$ cat src/hdl/stfs_pkg.sv
// Shared constants, request codes and types of the session token store.
package stfs_pkg;

  localparam int TableEntries = 8;
  localparam int KeyBytes     = 16;
  localparam int KeyW         = KeyBytes * 8;
  localparam int HalfW        = KeyW / 2;
  localparam int CntW         = $clog2(TableEntries + 1);
  localparam int OutCntW      = 4;
  localparam int ReqW         = 2;

  localparam logic [ReqW-1:0] ReqLookup = 2'd0;
  localparam logic [ReqW-1:0] ReqInsert = 2'd1;
  localparam logic [ReqW-1:0] ReqClear  = 2'd2;

  typedef struct packed {
    logic shift;   // take the neighbour's token this cycle
    logic cmp_en;  // register a fresh compare result this cycle
    logic live;    // the cell holds a stored entry
  } cell_ctrl_t;

endpackage

$ cat src/hdl/stfs_cell.sv
// One storage cell of the token chain: holds a token and compares it.
module stfs_cell (
  input  logic                     clk_i,
  input  logic                     rst_ni,
  input  stfs_pkg::cell_ctrl_t     ctrl_i,
  input  logic [stfs_pkg::HalfW-1:0] prev_hi_i,
  input  logic [stfs_pkg::HalfW-1:0] prev_lo_i,
  input  logic [stfs_pkg::HalfW-1:0] cmp_hi_i,
  input  logic [stfs_pkg::HalfW-1:0] cmp_lo_i,
  output logic [stfs_pkg::HalfW-1:0] tok_hi_o,
  output logic [stfs_pkg::HalfW-1:0] tok_lo_o,
  output logic                     match_o
);

  logic [stfs_pkg::HalfW-1:0] tok_hi_q, tok_lo_q;
  logic                       match_q, match_d;

  // Only a cell holding a stored entry may report a hit.
  assign match_d = ctrl_i.live && (tok_hi_q == cmp_hi_i) && (tok_lo_q == cmp_lo_i);

  always_ff @(posedge clk_i) begin
    if (ctrl_i.shift) begin
      tok_hi_q <= prev_hi_i;
      tok_lo_q <= prev_lo_i;
    end
  end

  always_ff @(posedge clk_i or negedge rst_ni) begin
    if (!rst_ni) begin
      match_q <= 1'b0;
    end else if (ctrl_i.cmp_en) begin
      match_q <= match_d;
    end
  end

  assign tok_hi_o = tok_hi_q;
  assign tok_lo_o = tok_lo_q;
  assign match_o  = match_q;

endmodule

$ cat src/hdl/session_token_fifo_store_top.sv
// Top level of the session token store: a shifting chain of token cells.
//
//  channel | direction | signals
//  --------+-----------+---------------------------------------------------
//  request | in        | in_valid_i, in_ready_o, req_type_i, token_high_i,
//          |           | token_low_i
//  result  | out       | out_valid_o, out_ready_i, found_o, entry_count_o,
//          |           | evicted_o
//
// In each transaction the accept edge shifts the chain on an insert, or
// registers each cell's compare on a lookup; the load edge, taken once the
// output register is free or being drained, ORs the cell hits into the
// output register. The request side is ready again after that load.
// Reset empties the store at once; no clearing pass is needed, as token
// cells are only compared when the entry count covers them.
// A stalled result holds back the load of the next request until it is taken.
module session_token_fifo_store_top (
  input  logic                             clk_i,
  input  logic                             rst_ni,
  input  logic                             in_valid_i,
  output logic                             in_ready_o,
  input  logic [stfs_pkg::ReqW-1:0]        req_type_i,
  input  logic [stfs_pkg::HalfW-1:0]       token_high_i,
  input  logic [stfs_pkg::HalfW-1:0]       token_low_i,
  output logic                             out_valid_o,
  input  logic                             out_ready_i,
  output logic                             found_o,
  output logic [stfs_pkg::OutCntW-1:0]     entry_count_o,
  output logic                             evicted_o
);

  localparam int N = stfs_pkg::TableEntries;

  // Control state: request in flight, result waiting, and the fill count.
  logic                      busy_q, busy_d;
  logic                      out_valid_q, out_valid_d;
  logic [stfs_pkg::CntW-1:0] count_q, count_d;

  // Details of the request in flight, captured at the accept edge.
  logic                      pend_lookup_q;
  logic                      pend_evict_q;
  logic [stfs_pkg::CntW-1:0] pend_count_q;

  // Output register.
  logic                         found_q;
  logic [stfs_pkg::OutCntW-1:0] entry_count_q;
  logic                         evicted_q;

  logic accept, load_out, is_insert, is_clear, is_lookup, full;
  logic evict_d;

  // Token chain: tap 0 is the incoming token, tap i+1 is cell i's content.
  logic [stfs_pkg::HalfW-1:0] chain_hi [N+1];
  logic [stfs_pkg::HalfW-1:0] chain_lo [N+1];
  logic [N-1:0]               cell_hit;
  stfs_pkg::cell_ctrl_t       cell_ctrl [N];

  assign accept    = in_valid_i && in_ready_o;
  assign load_out  = busy_q && (!out_valid_q || out_ready_i);
  assign is_lookup = (req_type_i == stfs_pkg::ReqLookup);
  assign is_insert = (req_type_i == stfs_pkg::ReqInsert);
  assign is_clear  = (req_type_i == stfs_pkg::ReqClear);
  assign full      = (count_q == stfs_pkg::CntW'(N));

  assign in_ready_o = !busy_q;

  // The newest entry enters cell 0 and each insert pushes every entry one
  // cell further along; the cell at the far end drops the oldest entry
  // when the store is full. Live cells are therefore cells 0 to count-1.
  assign chain_hi[0] = token_high_i;
  assign chain_lo[0] = token_low_i;

  for (genvar i = 0; i < N; i++) begin : g_cell
    assign cell_ctrl[i].shift  = accept && is_insert;
    assign cell_ctrl[i].cmp_en = accept && is_lookup;
    assign cell_ctrl[i].live   = (count_q > stfs_pkg::CntW'(i));

    stfs_cell u_cell (
      .clk_i     (clk_i),
      .rst_ni    (rst_ni),
      .ctrl_i    (cell_ctrl[i]),
      .prev_hi_i (chain_hi[i]),
      .prev_lo_i (chain_lo[i]),
      .cmp_hi_i  (token_high_i),
      .cmp_lo_i  (token_low_i),
      .tok_hi_o  (chain_hi[i+1]),
      .tok_lo_o  (chain_lo[i+1]),
      .match_o   (cell_hit[i])
    );
  end

  // Count update and eviction flag for the request at the input.
  always_comb begin
    count_d = count_q;
    evict_d = 1'b0;
    case (req_type_i)
      stfs_pkg::ReqInsert: begin
        if (full) begin
          evict_d = 1'b1;
        end else begin
          count_d = count_q + stfs_pkg::CntW'(1);
        end
      end
      stfs_pkg::ReqClear: begin
        count_d = '0;
      end
      default: begin
        count_d = count_q;
      end
    endcase
  end

  always_comb begin
    busy_d = busy_q;
    if (accept) begin
      busy_d = 1'b1;
    end else if (load_out) begin
      busy_d = 1'b0;
    end
  end

  always_comb begin
    out_valid_d = out_valid_q;
    if (load_out) begin
      out_valid_d = 1'b1;
    end else if (out_ready_i) begin
      out_valid_d = 1'b0;
    end
  end

  always_ff @(posedge clk_i or negedge rst_ni) begin
    if (!rst_ni) begin
      busy_q      <= 1'b0;
      out_valid_q <= 1'b0;
      count_q     <= '0;
    end else begin
      busy_q      <= busy_d;
      out_valid_q <= out_valid_d;
      if (accept) begin
        count_q <= count_d;
      end
    end
  end

  always_ff @(posedge clk_i) begin
    if (accept) begin
      pend_lookup_q <= is_lookup;
      pend_evict_q  <= evict_d && is_insert;
      pend_count_q  <= is_clear ? '0 : count_d;
    end
    if (load_out) begin
      found_q       <= pend_lookup_q && (|cell_hit);
      evicted_q     <= pend_evict_q;
      entry_count_q <= stfs_pkg::OutCntW'(pend_count_q);
    end
  end

  assign out_valid_o   = out_valid_q;
  assign found_o       = found_q;
  assign entry_count_o = entry_count_q;
  assign evicted_o     = evicted_q;

endmodule

$ cat config.mk
export PLATFORM = sky130hd
export DESIGN_NAME = session_token_fifo_store_top
export DESIGN_NICKNAME = d
export VERILOG_FILES = /design/src/hdl/stfs_pkg.sv /design/src/hdl/stfs_cell.sv /design/src/hdl/session_token_fifo_store_top.sv
export SDC_FILE = /design/constraint.sdc
export NUM_CORES = 1
export LEC_CHECK = 0
export BUFFER_PORTS_ARGS = -buffer_cell sky130_fd_sc_hd__buf_2
export CAP_MARGIN = 20
export CORE_ASPECT_RATIO = 1.25
export CORE_MARGIN = 1
export CORE_UTILIZATION = 47
export CTS_BUF_LIST = sky130_fd_sc_hd__clkbuf_16
export DETAILED_ROUTE_END_ITERATION = 12
export GPL_TIMING_DRIVEN = 0
export PLACE_DENSITY = 0.68
export SYNTH_ARGS = -nofsm -noshare
export SYNTH_HDL_FRONTEND = slang
export SYNTH_SLANG_ARGS = --single-unit
export TNS_END_PERCENT = 5
$ cat constraint.sdc
create_clock -name clk_i -period 63.1 [get_ports clk_i]
set_clock_uncertainty 0.15 [all_clocks]
set_input_delay 6.31 -clock clk_i [delete_from_list [all_inputs] [get_ports clk_i]]
set_output_delay 6.31 -clock clk_i [all_outputs]
set_load 0.01 [all_outputs]
==> results of run 1 <==
## synthesized netlist by cell type, types with 2 or more instances
cell	number	area (um^2)
buf_4	6	45.04
nor3_1	10	50.05
nand4_1	125	782.0
clkinv_1	11	41.29
inv_1	85	319.1
ha_1	8	100.1
xor2_1	479	4195
a22oi_1	3	22.52
a22o_1	39	341.6
o31ai_1	3	22.52
o21ai_1	2	10.01
and2_1	3	18.77
nor4b_1	2	17.52
clkbuf_1	55	206.5
nand3_1	17	85.08
o21ai_0	3	15.01
or4_1	2	15.01
a2111oi_0	6	52.55
a21oi_1	6	30.03
o221ai_1	2	17.52
a2111o_1	2	22.52
dfrtp_1	14	350.3
nand2_1	14	52.55
xnor2_1	356	3118
o2111ai_1	7	61.31
nor4_1	172	1076
inv_2	45	168.9
buf_2	68	340.3
o22ai_1	66	412.9
a32o_1	5	50.05
buf_6	5	56.30
nor2_1	19	71.32
edfxtp_1	1036	31110
a221oi_1	23	201.4
nand2b_1	17	106.4
o2bb2ai_1	32	280.3
nor2b_1	9	56.30
## final timing paths
path	startpoint	endpoint	slack (ps)	cells after the start
worst max-delay path	token_high_i[42]	g_cell[5].u_cell.match_o	53550	8
worst min-delay path	pend_count_q[3]	entry_count_o[3]	270	0
worst max register to register	busy_q	g_cell[6].u_cell.match_o	59200	8
worst min register to register	pend_count_q[3]	entry_count_o[3]	270	0
max in group asynchronous	rst_ni	g_cell[7].u_cell.match_o	56960	1
min in group asynchronous	rst_ni	busy_q	5450	1
## metrics by stage
step                cell area, um^2  power, uW  instances  hold slack [ps]
floorplan                     44070      900.7       2773            250.3
global placement              46290      985.6       4120            252.1
detailed placement            47020      954.4       4159            258.9
CTS                           50340       1560       4355            274.1
global route                  50340       1589       4357            280.0
finish                        50350       1565       4360            272.0
## power by group
group | internal [uW] | switching, uW | total [uW]
Clock | 336 | 285 | 621
Sequential | 786 | 17.9 | 804
Combinational | 37.7 | 102 | 140
Total | 1160 | 405 | 1570
## worst max-delay path: stages
cell and delay (ps):
buf_2 90, clkbuf_1 590, xnor2_1 220, nand4_1 530
nor4_1 910, nand4_1 160, nor4_1 840, a32o_1 340
## area by class of cell
class | instances | area, um^2 | area share
Antenna cell | 5 | 12.51 | 0.0002485
Timing Repair Buffer | 180 | 1364 | 0.02709
Inverter | 141 | 529.3 | 0.01051
Multi-Input combinational cell | 1448 | 11510 | 0.2287
Clock buffer | 105 | 2628 | 0.05219
Tap cell | 1206 | 1509 | 0.02997
Sequential cell | 1050 | 31460 | 0.6249
Clock inverter | 91 | 684.4 | 0.01359
Buffer | 134 | 648.1 | 0.01287
## flip-flops by register name, indices dropped and copies added (netlist names)
| name | cells |
|---|---|
| busy_q | 1 |
| count_q | 4 |
| entry_count_o | 4 |
| evicted_o | 1 |
| found_o | 1 |
| g_cell.u_cell.match_o | 8 |
| g_cell.u_cell.tok_hi_o | 512 |
| g_cell.u_cell.tok_lo_o | 512 |
| out_valid_o | 1 |
| pend_count_q | 4 |
| pend_evict_q | 1 |
| pend_lookup_q | 1 |
## layer usage
metal / part of all wire / global-route usage / vias up
met5: 0.00019 / 0 / -
met4: 0.10 / 0.3441 / 6
met3: 0.083 / 0.06906 / 461
met2: 0.45 / 0.6284 / 1890
met1: 0.36 / 0.5037 / 13830
li1: - / - / 10940
## cells by family after synthesis
kind of cell,after synthesis,synth area share
AO/OA/AOI/OAI,210,0.03719
XOR/XNOR,835,0.1659
adder cells (fa/ha/maj),8,0.002271
buffers and inverters,275,0.02672
flip-flops,1050,0.7139
multiplexers,1,0.0002271
AND/OR/NAND/NOR,394,0.05380
==> results.txt, run 1 <==
status -> finished clean
post-synthesis sequential area ratio -> 0.7139
Synth warnings -> 0
full die area -> 95000 um^2
I/O pins -> 142
Placeable Area -> 92900 um^2
clk sinks -> 1050
Routed Antenna Nets -> 0
Final nets -> 3201
Detailed Route WL -> 192500 um
Worst setup EP type -> flip-flop
maximum vdd drop -> 0.03709 mV
Worst-Skew Late Latency -> 710 ps
FF+latch count, synth -> 1050
DR vias/cell -> 6.223
Post-synth ARST share -> 0.01333
Rows -> 125
RSZ-0062 raised after global routing -> no
CTS Buffer Depth -> 3
Post-Syn Area -> 44070 um^2
commonest non-fill, non-tap cell in the layout -> edfxtp_1
final period utilization -> 0.1513
worst setup path class -> primary input to flip-flop
die span in y -> 344.4 um
setup tns final -> 0 ps
Area Growth Syn to Fin -> 14.24%
library cells used by synthesis -> 53
Max FO, Critical Path -> 8
DP Worst Slack -> 52850 ps
vias in the first global route -> 26170
Clock transition at path regs -> 60 ps
highest-count cells in the layout ignoring fill and taps -> edfxtp_1 (1036), xor2_1 (479), xnor2_1 (355), buf_2 (217), nor4_1 (162)
DRC Markers -> 0
Initial DRC Count -> 4273
achievable frequency -> 104.8 MHz
fin. max-slew vios -> 0
Core Util, Final -> 0.5420
slew at the pin with the worst max-slew slack -> 1244 ps
post-route minimum period -> 9545 ps
crit start category -> primary input
CTS tree -> yes
Clock Tree Root -> clkbuf_16
maxcap violations -> 0
min-delay worst type -> flip-flop to flip-flop
htree depth -> 3
clock buffer count from CTS -> 104
Final WS setup -> 53550 ps
Post-synth EDFFs -> 1036
via count -> 27130
Chip Width -> 275.9 um
Pleak -> 0.01684 uW
largest net degree at the start of global routing -> 79
cells after synthesis -> 2773
Synthesized Nets -> 2915
Slew headroom -> 0.1682
Synth Flop Type -> edfxtp_1
# hold bufs at CTS -> 0
Worst EP required -> 63560 ps
fillers -> 7596
Initial DRT Pass Iterations -> 8
CP Data Arrival Time -> 10010 ps
endpoints failing setup -> 0
initial core utilization -> 0.4744
routability cong. -> 1.065
port bufs -> 141
final count of hold timing violations -> 0
post-CTS setup buffers -> 0
first-pass GRT wire length -> 245800 um
DP Wirelength -> 158200 um
layout cells sized above 1 -> 0.1464
pwr/cell area -> 31.08 nW/um^2
Post-Syn Area per Cell -> 15.89 um^2
grt ovf -> 0
initial antenna violation count -> 14
WL/cell -> 44.16 um
Total GRT Usage -> 0.4085
cts repair resizes -> 0
(Power assumes the default switching activity.)
==> inputs of run 2 (changes only) <==
- clock period: 63.1 -> 10 ns (I/O delays scaled with it)
==> run 2 against run 1 <==
Critical endpoint is now g_cell[6].u_cell.match_o. Register-to-register slack lost 53000 ps. Power grew to 6.4 times the previous value. Largest cell class unchanged. Largest power group unchanged. Worst setup slack lost 48000 ps. Clock power grew to 6.6 times the previous value. Highest routed layer unchanged. Wire length grew 2.3%.
==> results.txt, run 2 (synthesis results as in run 1) <==
DP Wirelength -> 161500 um
DR vias/cell -> 6.315
DRC Markers -> 0
Worst setup EP type -> flip-flop
post-route minimum period -> 4426 ps
full die area -> 95000 um^2
Detailed Route WL -> 197000 um
Clock transition at path regs -> 60 ps
status -> finished clean
Max Used Layer -> met5
achievable frequency -> 225.9 MHz
Rows -> 125
CP Data Arrival Time -> 4910 ps
maximum vdd drop -> 0.1979 mV
I/O pins -> 142
cts repair resizes -> 0
RSZ-0062 raised after global routing -> no
post-CTS setup buffers -> 0
final period utilization -> 0.4426
maxcap violations -> 0
area occupied by multi-input gates -> 11510 um^2
crit start category -> primary input
slew at the pin with the worst max-slew slack -> 1338 ps
clk sinks -> 1050
min-delay worst type -> primary input to asynchronous set/reset pin
worst setup path class -> primary input to flip-flop
Clock Tree Root -> clkbuf_16
Slew headroom -> 0.09988
initial core utilization -> 0.4744
Worst EP required -> 10490 ps
grt ovf -> 0
clock buffer count from CTS -> 104
highest-count cells in the layout ignoring fill and taps -> edfxtp_1 (1036), xor2_1 (479), xnor2_1 (355), buf_2 (218), nor4_1 (163)
combinational power share -> 0.089
die span in y -> 344.4 um
largest net degree at the start of global routing -> 74
final count of hold timing violations -> 0
Worst-Skew Late Latency -> 720 ps
Initial DRT Pass Iterations -> 8
# hold bufs at CTS -> 0
hold_ws -> 148.6 ps
switching share of power -> 0.2581
Post-Layout Cell Count -> 4358
endpoints failing setup -> 0
Placeable Area -> 92900 um^2
port bufs -> 141
Routed Antenna Nets -> 0
layout cells sized above 1 -> 0.1517
Final nets -> 3207
via count -> 27520
Area Growth Syn to Fin -> 14.66%
CTS tree -> yes
Cell Int Power -> 7477 uW
Initial DRC Count -> 4856
WL/cell -> 45.20 um
WL met3 -> 17550 um
fin. max-slew vios -> 0
CTS Buffer Depth -> 3
met2 WL -> 87960 um
Clk network pwr share -> 0.407
Chip Width -> 275.9 um
vias in the first global route -> 26530
routability cong. -> 1.056
first-pass GRT wire length -> 251300 um
commonest non-fill, non-tap cell in the layout -> edfxtp_1
Pleak -> 0.01685 uW
Total GRT Usage -> 0.4180
fillers -> 7533
pwr/cell area -> 199.5 nW/um^2
Core Util, Final -> 0.5439
Reg power frac -> 0.504
Placed Instances -> 4163
initial antenna violation count -> 13
register area -> 31460 um^2
Sw Pwr -> 2601 uW
Max FO, Critical Path -> 9
Met1 Wirelength -> 70640 um
htree depth -> 3
## run 2: final timing paths
kind / start / endpoint / slack (ps) / depth (start not counted)
worst max-delay path: token_low_i[0] / g_cell[6].u_cell.match_o / 5570 / 8
worst min-delay path: rst_ni / out_valid_o / 150 / 1
worst max register to register: busy_q / g_cell[6].u_cell.match_o / 5800 / 8
worst min register to register: pend_evict_q / evicted_o / 270 / 0
max in group asynchronous: rst_ni / g_cell[3].u_cell.match_o / 9160 / 1
min in group clk_i: pend_evict_q / evicted_o / 270 / 0
## run 2: layer usage
layer | vias to the layer above | global-route usage
li1 | 10940 | -
met1 | 14080 | 0.5173
met2 | 2001 | 0.6352
met3 | 484 | 0.07533
met4 | 12 | 0.3569
met5 | - | 0
## run 2: stage by stage
stage                     TNS [ps]  total power [uW]  setup slack, ps  cell area (um^2)
after floorplan                  0              5559            850.5             44070
after global placement    -2089360              6061            -2251             46290
after CTS                        0             10020             5667             50500
after global routing             0             10220             5878             50520
final                            0             10080             5574             50530
after detailed placement         0              6034             4957             47050
## run 2: critical path: stages
cell and delay [ps]:
buf_2 110, buf_2 250, xnor2_1 650, nand4_1 420
nor4_1 860, nand4_1 560, nor4_1 890, a21o_1 140
## run 2: final cells by class
cell class | instances | area share
timing repair buffer | 186 | 0.02796
clock buffer | 105 | 0.05200
buffer | 134 | 0.01285
sequential | 1050 | 0.6226
antenna | 2 | 0.00009905
inverter | 141 | 0.01047
clock inverter | 86 | 0.01642
tap | 1206 | 0.02986
multi-input combinational | 1448 | 0.2277
## run 2: power by group through the flow
stage | clock, uW | combinational, uW | sequential, uW
floorplan | 0 | 406 | 5150
global placement | 0 | 836 | 5230
detailed placement | 0 | 868 | 5170
CTS | 4080 | 874 | 5070
global route | 4240 | 902 | 5080
finish | 4100 | 900 | 5080
